--- src/hw/rtl/bgu_pkg.sv ---
// Package: shared types, constants and lane arithmetic for the block-grid upsampler.
package bgu_pkg;

    localparam int COORD_LIMIT_DEF = 1024;
    localparam int REG_W           = 11;
    localparam int WORD_W          = 31;
    localparam int TEX_W           = 16;
    localparam int PIX_W           = 16;
    localparam int CFG_IDX_W       = 1;

    localparam logic [CFG_IDX_W-1:0] CFG_FRAME_WIDTH  = 1'b0;
    localparam logic [CFG_IDX_W-1:0] CFG_FRAME_HEIGHT = 1'b1;

    localparam logic [REG_W-1:0] FRAME_WIDTH_RST  = 11'd320;
    localparam logic [REG_W-1:0] FRAME_HEIGHT_RST = 11'd200;

    localparam logic [31:0] COLOUR_LANES = 32'h3fff_ffff;
    localparam logic [31:0] TEX_FLAG     = 32'h4000_0000;

    localparam logic [31:0] LUMA_STEP [4] = '{
        32'h0080_1008, 32'h0100_2010, 32'h0280_5028, 32'h0500_a050
    };
    localparam logic [4:0] BIAS_GB [4] = '{5'd0, 5'd12, 5'd8, 5'd4};
    localparam logic [4:0] BIAS_R  [4] = '{5'd24, 5'd0, 5'd8, 5'd16};

    typedef struct packed {
        logic [TEX_W-1:0]  texture;
        logic [WORD_W-1:0] colour;
        logic [WORD_W-1:0] horiz;
        logic [WORD_W-1:0] vert;
    } bgu_words_t;

    function automatic logic [31:0] lane_clamp(input logic [31:0] v, input logic [31:0] guard,
                                               input logic [31:0] sign, input logic [31:0] sat,
                                               input logic [31:0] keep);
        logic [31:0] r;
        r = v;
        if ((v & guard) != 32'd0)
        begin
            r = ((v & sign) != 32'd0) ? (v | sat) : (v & keep);
        end
        return r;
    endfunction

    function automatic logic [31:0] clamp_lanes(input logic [31:0] v);
        logic [31:0] r;
        r = lane_clamp(v, 32'h1000_0000, 32'h2000_0000, 32'h0ff0_0000, 32'hf00f_ffff);
        r = lane_clamp(r, 32'h0000_0100, 32'h0000_0200, 32'h0000_00ff, 32'hffff_ff00);
        r = lane_clamp(r, 32'h0002_0000, 32'h0004_0000, 32'h0001_fc00, 32'hfffe_03ff);
        return r;
    endfunction

    function automatic logic [PIX_W-1:0] to565(input logic [31:0] c);
        logic [31:0] r;
        r = ((c >> 12) & 32'h0000_f81f) | ((c & 32'h0000_00fc) << 3);
        return r[PIX_W-1:0];
    endfunction

    function automatic logic [31:0] side_colour(input logic [31:0] n, input logic [31:0] self_c);
        return ((n & TEX_FLAG) != 32'd0) ? self_c : (n & COLOUR_LANES);
    endfunction

    function automatic logic [PIX_W-1:0] mix3(input logic [31:0] self_c, input logic [31:0] h,
                                              input logic [31:0] v, input logic [1:0] ph);
        logic [31:0] s;
        logic [10:0] g_sum;
        logic [10:0] b_sum;
        logic [10:0] r_sum;
        s     = (self_c << 1) + h + v;
        g_sum = {1'b0, s[9:0]}   + {6'd0, BIAS_GB[ph]};
        b_sum = {1'b0, s[19:10]} + {6'd0, BIAS_GB[ph]};
        r_sum = {1'b0, s[29:20]} + {6'd0, BIAS_R[ph]};
        return {r_sum[9:5], g_sum[9:4], b_sum[8:4]};
    endfunction

endpackage

--- src/hw/rtl/bgu_pix_in_if.sv ---
// Interface: input pixel channel with coordinates and block words.
interface bgu_pix_in_if #(
    parameter int COORD_W = $clog2(bgu_pkg::COORD_LIMIT_DEF)
);
    logic                          valid;
    logic                          ready;
    logic [COORD_W-1:0]            pixel_x;
    logic [COORD_W-1:0]            pixel_y;
    logic [bgu_pkg::TEX_W-1:0]     block_texture;
    logic [bgu_pkg::WORD_W-1:0]    block_colour;
    logic [bgu_pkg::WORD_W-1:0]    horiz_colour;
    logic [bgu_pkg::WORD_W-1:0]    vert_colour;

    modport source (output valid, pixel_x, pixel_y, block_texture, block_colour,
                    horiz_colour, vert_colour, input ready);
    modport sink   (input valid, pixel_x, pixel_y, block_texture, block_colour,
                    horiz_colour, vert_colour, output ready);
endinterface

--- src/hw/rtl/bgu_pix_out_if.sv ---
// Interface: output RGB565 pixel channel.
interface bgu_pix_out_if;
    logic                       valid;
    logic                       ready;
    logic [bgu_pkg::PIX_W-1:0]  pixel_rgb565;

    modport source (output valid, pixel_rgb565, input ready);
    modport sink   (input valid, pixel_rgb565, output ready);
endinterface

--- src/hw/rtl/bgu_in_stage.sv ---
// Input register stage: capture one pixel transaction and hold it until the next stage advances.
module bgu_in_stage #(
    parameter int COORD_W = $clog2(bgu_pkg::COORD_LIMIT_DEF)
) (
    input  logic                 clk,
    input  logic                 rst_n,
    bgu_pix_in_if.sink           pix_in,
    input  logic                 advance,
    output logic                 valid,
    output logic [COORD_W-1:0]   pixel_x,
    output logic [COORD_W-1:0]   pixel_y,
    output bgu_pkg::bgu_words_t  words
);
    logic                 valid_reg;
    logic                 valid_next;
    logic [COORD_W-1:0]   x_reg;
    logic [COORD_W-1:0]   y_reg;
    bgu_pkg::bgu_words_t  words_reg;
    logic                 load;

    assign pix_in.ready = !valid_reg || advance;
    assign load         = pix_in.valid && pix_in.ready;

    always_comb
    begin
        valid_next = valid_reg;
        if (pix_in.ready)
        begin
            valid_next = pix_in.valid;
        end
    end

    always_ff @(posedge clk or negedge rst_n)
    begin
        if (!rst_n)
        begin
            valid_reg <= 1'b0;
        end
        else
        begin
            valid_reg <= valid_next;
        end
    end

    always_ff @(posedge clk)
    begin
        if (load)
        begin
            x_reg             <= pix_in.pixel_x;
            y_reg             <= pix_in.pixel_y;
            words_reg.texture <= pix_in.block_texture;
            words_reg.colour  <= pix_in.block_colour;
            words_reg.horiz   <= pix_in.horiz_colour;
            words_reg.vert    <= pix_in.vert_colour;
        end
    end

    assign valid   = valid_reg;
    assign pixel_x = x_reg;
    assign pixel_y = y_reg;
    assign words   = words_reg;
endmodule

--- src/hw/rtl/bgu_pixel_calc.sv ---
// Pixel datapath: edge tests, textured luma step with lane clamp, and neighbour blend.
module bgu_pixel_calc #(
    parameter int COORD_LIMIT = bgu_pkg::COORD_LIMIT_DEF,
    parameter int COORD_W     = $clog2(COORD_LIMIT)
) (
    input  logic [COORD_W-1:0]           pixel_x,
    input  logic [COORD_W-1:0]           pixel_y,
    input  bgu_pkg::bgu_words_t          words,
    input  logic [bgu_pkg::REG_W-1:0]    frame_width,
    input  logic [bgu_pkg::REG_W-1:0]    frame_height,
    output logic [bgu_pkg::PIX_W-1:0]    pixel_rgb565
);
    localparam int CMP_W = (COORD_W > bgu_pkg::REG_W) ? COORD_W : bgu_pkg::REG_W;
    localparam logic [COORD_W-1:0] COORD_MASK = COORD_W'(COORD_LIMIT - 1);

    logic [COORD_W-1:0]           x_m;
    logic [COORD_W-1:0]           y_m;
    logic [bgu_pkg::REG_W-1:0]    last_col;
    logic [bgu_pkg::REG_W-1:0]    last_row;
    logic                         col_is_side;
    logic                         row_is_side;
    logic [1:0]                   ph;
    logic [31:0]                  word;
    logic [31:0]                  colour;
    logic [31:0]                  step;
    logic [7:0]                   signs;
    logic [1:0]                   pair;
    logic [31:0]                  tex_v;
    logic [31:0]                  h_c;
    logic [31:0]                  v_c;

    assign x_m         = pixel_x & COORD_MASK;
    assign y_m         = pixel_y & COORD_MASK;
    assign last_col    = frame_width - 11'd1;
    assign last_row    = frame_height - 11'd1;
    assign col_is_side = (x_m == '0) || (CMP_W'(x_m) == CMP_W'(last_col));
    assign row_is_side = (y_m == '0) || (CMP_W'(y_m) == CMP_W'(last_row));
    assign ph          = {y_m[0], x_m[0]};

    assign word   = {1'b0, words.colour};
    assign colour = word & bgu_pkg::COLOUR_LANES;
    assign step   = bgu_pkg::LUMA_STEP[words.texture[7:6]];
    assign signs  = words.texture[15:8];
    assign pair   = signs[{ph, 1'b0} +: 2];

    // Plus wins when both sign bits are set.
    always_comb
    begin
        if (pair[0])
        begin
            tex_v = word + step;
        end
        else if (pair[1])
        begin
            tex_v = word - step;
        end
        else
        begin
            tex_v = word;
        end
    end

    // Edge rows blend the colour with itself; elsewhere textured neighbours fall back to self.
    always_comb
    begin
        if (row_is_side)
        begin
            h_c = colour;
            v_c = colour;
        end
        else
        begin
            h_c = bgu_pkg::side_colour({1'b0, words.horiz}, colour);
            v_c = bgu_pkg::side_colour({1'b0, words.vert}, colour);
        end
    end

    always_comb
    begin
        if (col_is_side && !row_is_side)
        begin
            pixel_rgb565 = bgu_pkg::to565(colour);
        end
        else if ((word & bgu_pkg::TEX_FLAG) != 32'd0)
        begin
            pixel_rgb565 = bgu_pkg::to565(bgu_pkg::clamp_lanes(tex_v));
        end
        else
        begin
            pixel_rgb565 = bgu_pkg::mix3(colour, h_c, v_c, ph);
        end
    end
endmodule

--- src/hw/rtl/block_grid_upsample_rgb565.sv ---
// Top level: block-grid 2x upsampler producing one RGB565 pixel per transaction.
//
// Usage:
//   pix_in carries one output pixel request per transaction: its column and
//   row, the block's texture and colour words, and the colour words of the
//   horizontal and vertical neighbours picked by the pixel's phase.
//   pix_out returns the packed RGB565 pixel, one per input transaction, in order.
//   cfg_we/cfg_index/cfg_data set frame_width (index 0) and frame_height
//   (index 1); write them only while no pixel is in flight.
// Timing:
//   A transaction accepted on pix_in is registered in the input stage, computed
//   by the combinational datapath and loaded into the output register that
//   drives pix_out. One pixel per clock sustained while pix_out is ready, set
//   by the single datapath stage between the input register and the output register.
// Reset:
//   rst_n clears both pipeline valid flags and loads frame_width 320 and
//   frame_height 200.
// Stall:
//   When pix_out is not taken, the output register holds its pixel; the input
//   register accepts one more transaction only while it is empty, then pix_in.ready drops.
module block_grid_upsample_rgb565 #(
    parameter int COORD_LIMIT = bgu_pkg::COORD_LIMIT_DEF
) (
    input  logic                           clk,
    input  logic                           rst_n,
    bgu_pix_in_if.sink                     pix_in,
    bgu_pix_out_if.source                  pix_out,
    input  logic                           cfg_we,
    input  logic [bgu_pkg::CFG_IDX_W-1:0]  cfg_index,
    input  logic [bgu_pkg::REG_W-1:0]      cfg_data
);
    localparam int COORD_W = $clog2(COORD_LIMIT);

    // Configuration registers
    logic [bgu_pkg::REG_W-1:0]  frame_width_reg;
    logic [bgu_pkg::REG_W-1:0]  frame_height_reg;

    // Input stage outputs
    logic                       s1_valid;
    logic [COORD_W-1:0]         s1_x;
    logic [COORD_W-1:0]         s1_y;
    bgu_pkg::bgu_words_t        s1_words;

    // Output register
    logic                       out_valid_reg;
    logic                       out_valid_next;
    logic [bgu_pkg::PIX_W-1:0]  out_pixel_reg;
    logic [bgu_pkg::PIX_W-1:0]  calc_pixel;
    logic                       out_adv;

    always_ff @(posedge clk or negedge rst_n)
    begin
        if (!rst_n)
        begin
            frame_width_reg  <= bgu_pkg::FRAME_WIDTH_RST;
            frame_height_reg <= bgu_pkg::FRAME_HEIGHT_RST;
        end
        else if (cfg_we)
        begin
            case (cfg_index)
                bgu_pkg::CFG_FRAME_WIDTH:  frame_width_reg  <= cfg_data;
                bgu_pkg::CFG_FRAME_HEIGHT: frame_height_reg <= cfg_data;
                default: ;
            endcase
        end
    end

    // Advance the output register when it is empty or its pixel is being taken.
    assign out_adv = !out_valid_reg || pix_out.ready;

    bgu_in_stage #(
        .COORD_W (COORD_W)
    ) u_in_stage (
        .clk     (clk),
        .rst_n   (rst_n),
        .pix_in  (pix_in),
        .advance (out_adv),
        .valid   (s1_valid),
        .pixel_x (s1_x),
        .pixel_y (s1_y),
        .words   (s1_words)
    );

    bgu_pixel_calc #(
        .COORD_LIMIT (COORD_LIMIT),
        .COORD_W     (COORD_W)
    ) u_pixel_calc (
        .pixel_x      (s1_x),
        .pixel_y      (s1_y),
        .words        (s1_words),
        .frame_width  (frame_width_reg),
        .frame_height (frame_height_reg),
        .pixel_rgb565 (calc_pixel)
    );

    always_comb
    begin
        out_valid_next = out_valid_reg;
        if (out_adv)
        begin
            out_valid_next = s1_valid;
        end
    end

    always_ff @(posedge clk or negedge rst_n)
    begin
        if (!rst_n)
        begin
            out_valid_reg <= 1'b0;
        end
        else
        begin
            out_valid_reg <= out_valid_next;
        end
    end

    // Hold the pixel while the receiver stalls; load a new one on advance.
    always_ff @(posedge clk)
    begin
        if (out_adv && s1_valid)
        begin
            out_pixel_reg <= calc_pixel;
        end
    end

    assign pix_out.valid        = out_valid_reg;
    assign pix_out.pixel_rgb565 = out_pixel_reg;
endmodule
--- src/flat_wrapper.sv ---
// flat-port wrapper written by rule: the top's interface ports become plain ports
module block_grid_upsample_rgb565_flat 
#(
    parameter int COORD_LIMIT = bgu_pkg::COORD_LIMIT_DEF
)
  (clk, rst_n, cfg_we, cfg_index, cfg_data, pix_in_valid, pix_in_pixel_x, pix_in_pixel_y, pix_in_block_texture, pix_in_block_colour, pix_in_horiz_colour, pix_in_vert_colour, pix_in_ready, pix_out_valid, pix_out_pixel_rgb565, pix_out_ready);
  bgu_pix_in_if pix_in_i ();
  bgu_pix_out_if pix_out_i ();
  input  logic clk;
  input  logic rst_n;
  input  logic cfg_we;
  input  logic [bgu_pkg::CFG_IDX_W-1:0] cfg_index;
  input  logic [bgu_pkg::REG_W-1:0] cfg_data;
  input wire logic [$bits(pix_in_i.valid)-1:0] pix_in_valid;
  input wire logic [$bits(pix_in_i.pixel_x)-1:0] pix_in_pixel_x;
  input wire logic [$bits(pix_in_i.pixel_y)-1:0] pix_in_pixel_y;
  input wire logic [$bits(pix_in_i.block_texture)-1:0] pix_in_block_texture;
  input wire logic [$bits(pix_in_i.block_colour)-1:0] pix_in_block_colour;
  input wire logic [$bits(pix_in_i.horiz_colour)-1:0] pix_in_horiz_colour;
  input wire logic [$bits(pix_in_i.vert_colour)-1:0] pix_in_vert_colour;
  output wire logic [$bits(pix_in_i.ready)-1:0] pix_in_ready;
  output wire logic [$bits(pix_out_i.valid)-1:0] pix_out_valid;
  output wire logic [$bits(pix_out_i.pixel_rgb565)-1:0] pix_out_pixel_rgb565;
  input wire logic [$bits(pix_out_i.ready)-1:0] pix_out_ready;
  assign pix_in_i.valid = pix_in_valid;
  assign pix_in_i.pixel_x = pix_in_pixel_x;
  assign pix_in_i.pixel_y = pix_in_pixel_y;
  assign pix_in_i.block_texture = pix_in_block_texture;
  assign pix_in_i.block_colour = pix_in_block_colour;
  assign pix_in_i.horiz_colour = pix_in_horiz_colour;
  assign pix_in_i.vert_colour = pix_in_vert_colour;
  assign pix_in_ready = pix_in_i.ready;
  assign pix_out_valid = pix_out_i.valid;
  assign pix_out_pixel_rgb565 = pix_out_i.pixel_rgb565;
  assign pix_out_i.ready = pix_out_ready;
  block_grid_upsample_rgb565 #(.COORD_LIMIT(COORD_LIMIT)) u_core (.clk(clk), .rst_n(rst_n), .pix_in(pix_in_i), .pix_out(pix_out_i), .cfg_we(cfg_we), .cfg_index(cfg_index), .cfg_data(cfg_data));
endmodule
--- config.mk ---
export PLATFORM = sky130hd
export DESIGN_NAME = block_grid_upsample_rgb565_flat
export DESIGN_NICKNAME = d
export VERILOG_FILES = /design/src/hw/rtl/bgu_pkg.sv /design/src/hw/rtl/bgu_pix_in_if.sv /design/src/hw/rtl/bgu_pix_out_if.sv /design/src/hw/rtl/bgu_in_stage.sv /design/src/hw/rtl/bgu_pixel_calc.sv /design/src/hw/rtl/block_grid_upsample_rgb565.sv /design/src/flat_wrapper.sv
export SDC_FILE = /design/constraint.sdc
export NUM_CORES = 1
export LEC_CHECK = 0
export BUFFER_PORTS_ARGS = -buffer_cell sky130_fd_sc_hd__buf_4
export CAP_MARGIN = 20
export CELL_PAD_IN_SITES_DETAIL_PLACEMENT = 0
export CELL_PAD_IN_SITES_GLOBAL_PLACEMENT = 1
export CORE_UTILIZATION = 50
export DETAILED_ROUTE_END_ITERATION = 6
export GPL_TIMING_DRIVEN = 0
export PLACE_DENSITY = 0.86
export SETUP_SLACK_MARGIN = 0.3
export SYNTH_ARGS = -nofsm -noshare
export SYNTH_HDL_FRONTEND = slang
export SYNTH_SLANG_ARGS = --single-unit
--- constraint.sdc ---
create_clock -name clk -period 18.35 [get_ports clk]
set_input_delay 3.67 -clock clk [delete_from_list [all_inputs] [get_ports clk]]
set_output_delay 3.67 -clock clk [all_outputs]
set_load 0.005 [all_outputs]
==> metrics.yaml <==
status:
  status: "finished clean"
worst_setup_path:
  cpMaxStageDelayCell: "a2111oi_0"
  cp-end-kind: "register"
  crit_family: "compound AO/OA/AOI/OAI gates"
  reg2reg_slack_ns: 9.34
  start_kind: "register"
  path_class: "register to register"
  reg2reg_to: "u_core.pix_out.pixel_rgb565[15]"
  critical_path.max_stage_delay_ns: 0.81
  path_buf_inv: 6
  critPathArrivalTime_ns: 9.20
  rr_startpoint: "u_core.frame_height_reg[0]"
  required_ns: 18.53
  r2r_cells: 33
  crit_path_max_fanout: 10
power_and_ir_drop:
  power.total_w: 0.00134
  clkPwrFrac: 0.277
  p_sw_w: 0.000486
  leakage_nw: 5.70
  power.share.switching: 0.364
  power_density_nw_per_um2: 99.6
  p_int_w: 0.000850
  pwr-share-seq: 0.356
  ir_drop_mv: 0.0621
  power_frac_comb: 0.367
sta:
  setup_tns_ns: 0
  final_max_slew_viol_count: 0
  rsz0062_at_grt: "false"
  period_share: 0.491
  period_minus_slack_ns: 9.01
  finalHoldViolCount: 0
  clock.fmax_mhz: 111
  worstMarginPinSlew_ns: 1.02
  fin_skew_ns: 0.0142
  finalSetupViolCount: 0
  timing.slew.headroom: 0.318
place:
  dp_hpwl_um: 22600
  io_buffers: 157
  place.gp.congestion: 0.964
clocking:
  clk_pin_slew_ns: 0.08
  worstSkewPairLatency_ns: 0.44
  numCtsBuffers: 17
  cts_resized: 0
  cts_tree: "done"
  cts.htree.levels: 4
  cts_hold_buf: 0
  cts_setup_buffers: 0
  root_buffer: "clkbuf_16"
  cts.sinks: 163
  clk_path_buf_depth: 2
floorplan:
  core_area_um2: 21900
  die_w_um: 152
  dieHeight_um: 152
  die-area_um2: 23000
  std_cell_rows: 54
  initial_utilization: 0.512
  ios: 164
synth:
  postSynthCellCount: 1043
  avgSynthCellArea_um2: 10.7
  synth_nets: 1278
  synth_area_um2: 11200
  ys_async_sr_fraction: 0.147
  ys.flop_type: "edfxtp_1"
  synth_top_cell_area_share: 0.372
  synthDistinctLibCells: 87
  ys_warn_count: 0
  yosysTopAreaCell: "edfxtp_1"
  synth_most_common_cell: "edfxtp_1"
  synth_edf_count: 139
  ys_ff_latch: 163
  ys_top_cells_by_count: "edfxtp_1, inv_1, nand2_1"
  synthTopCellsByArea: "edfxtp_1, ha_1, fa_1"
  seq_area_frac_synth: 0.427
final_layout:
  drive_gt1_frac: 0.211
  fin_nets: 1457
  area_growth_pct: 19.8
  diodes: 0
  fill_cells: 1848
  largest_reg_flops: 103
route:
  finalWirelength_um: 29600
  vias: 8690
  drc: 0
  antenna_left: 0
  wl_per_cell_um: 19.5
  drt-pass1-iter-count: 5
  vias_per_cell: 5.74
  drt_iter0_markers: 573
min_path:
  hold_depth: 1
  holdPathEnd: "u_core.pix_out.valid"
  min_from: "u_core.u_in_stage.valid"
  hold_path.class: "register to register"
grt:
  grt_start_max_net_pins: 65
  grt_pass1_wl_um: 45600
  grtUsageMet2: 0.440
  grt_pass1_vias: 8498
  grtUsageTotal: 0.266
  antenna_found_initial: 0
  overflow: 0
  grtUsageMet3: 0.0530
  globalRoute.busiestLayer: "met2"
  gr-usage-met1: 0.355
run:
  drv_cap: 0
## layout by cell type (no fill, tap or decap), types with 23 or more instances in the layout
master	synthesis	final
xnor2_1	37	37
edfxtp_1	139	139
nor2_1	63	63
buf_4	0	157
ha_1	58	58
fa_1	31	31
mux2_2	23	23
nand2_1	67	67
a21oi_1	51	51
mux2i_1	62	62
clkbuf_1	24	24
o21ai_0	32	32
inv_1	111	111
## logic make-up (layout without fill, tap and decap cells)
logic type      count (synthesis)  in the layout  share of synthesized area
simple gates                  265            265                      0.123
compound gates                242            242                      0.159
mux                            85             85                     0.0785
xor+xnor                       57             57                     0.0445
flops                         163            163                      0.427
fa+ha+maj                      89             89                      0.120
buf+inv                       142            334                     0.0482
## worst max path at each step
stage	slack [ns]	to	start	depth (start not counted)
3_3_place_gp	9.22	u_core.pix_out.pixel_rgb565[15]	u_core.frame_height_reg[0]	32
6_report	9.34	u_core.pix_out.pixel_rgb565[15]	u_core.frame_height_reg[0]	33
4_1_cts	9.09	u_core.pix_out.pixel_rgb565[15]	u_core.frame_height_reg[0]	32
3_5_place_dp	9.15	u_core.pix_out.pixel_rgb565[15]	u_core.frame_height_reg[0]	32
2_1_floorplan	10.84	pix_in_ready	pix_out_ready	1
5_1_grt	8.80	u_core.pix_out.pixel_rgb565[15]	u_core.frame_height_reg[0]	34
## area by class of cell
type	count	area, µm²	area share
plain buffers	31	124	0.00923
clock buffers	17	425	0.0317
clock inverters	15	206	0.0154
inverters	111	417	0.0310
multi-input cells	738	5890	0.439
flip-flops and latches	163	4780	0.356
well taps	280	350	0.0261
repair buffers	160	1230	0.0916
## worst reg2reg max path: cells and delay by family (launching register included)
kind                     cells  cell delay [ns]
AO/OA/AOI/OAI               14             3.94
XOR/XNOR                     2             0.34
adder cells (fa/ha/maj)      4             1.17
buffers and inverters        6             1.05
flip-flops                   1             0.44
multiplexers                 2             0.49
AND/OR/NAND/NOR              5             1.35
## routing by layer
metal / wire [µm] / up-vias
li1: - / 4197
met1: 13000 / 4158
met2: 13900 / 302
met3: 2040 / 33
met4: 539 / 0
met5: 0 / -
## through the flow
step / util / std cells / setup WS, ns / instance area [µm²] / hold WS [ns]
2_1_floorplan: - / 1043 / 10.84 / 11200 / 0.449
3_3_place_gp: 0.582 / 1480 / 9.22 / 12700 / 0.466
3_5_place_dp: 0.584 / 1482 / 9.15 / 12800 / 0.510
4_1_cts: 0.613 / 1514 / 9.09 / 13400 / 0.522
5_1_grt: 0.613 / 1515 / 8.80 / 13400 / 0.573
6_report: 0.613 / 1515 / 9.34 / 13400 / 0.534
## power groups by stage
stage / registers, W / clock network [W] / logic (W)
finish: 0.000476 / 0.000370 / 0.000490
CTS: 0.000476 / 0.000377 / 0.000485
floorplan: 0.000477 / 0 / 0.000346
global route: 0.000480 / 0.000390 / 0.000539
detailed placement: 0.000484 / 0 / 0.000478
global placement: 0.000486 / 0 / 0.000470
Note: power is estimated with default switching activity, not from simulation.
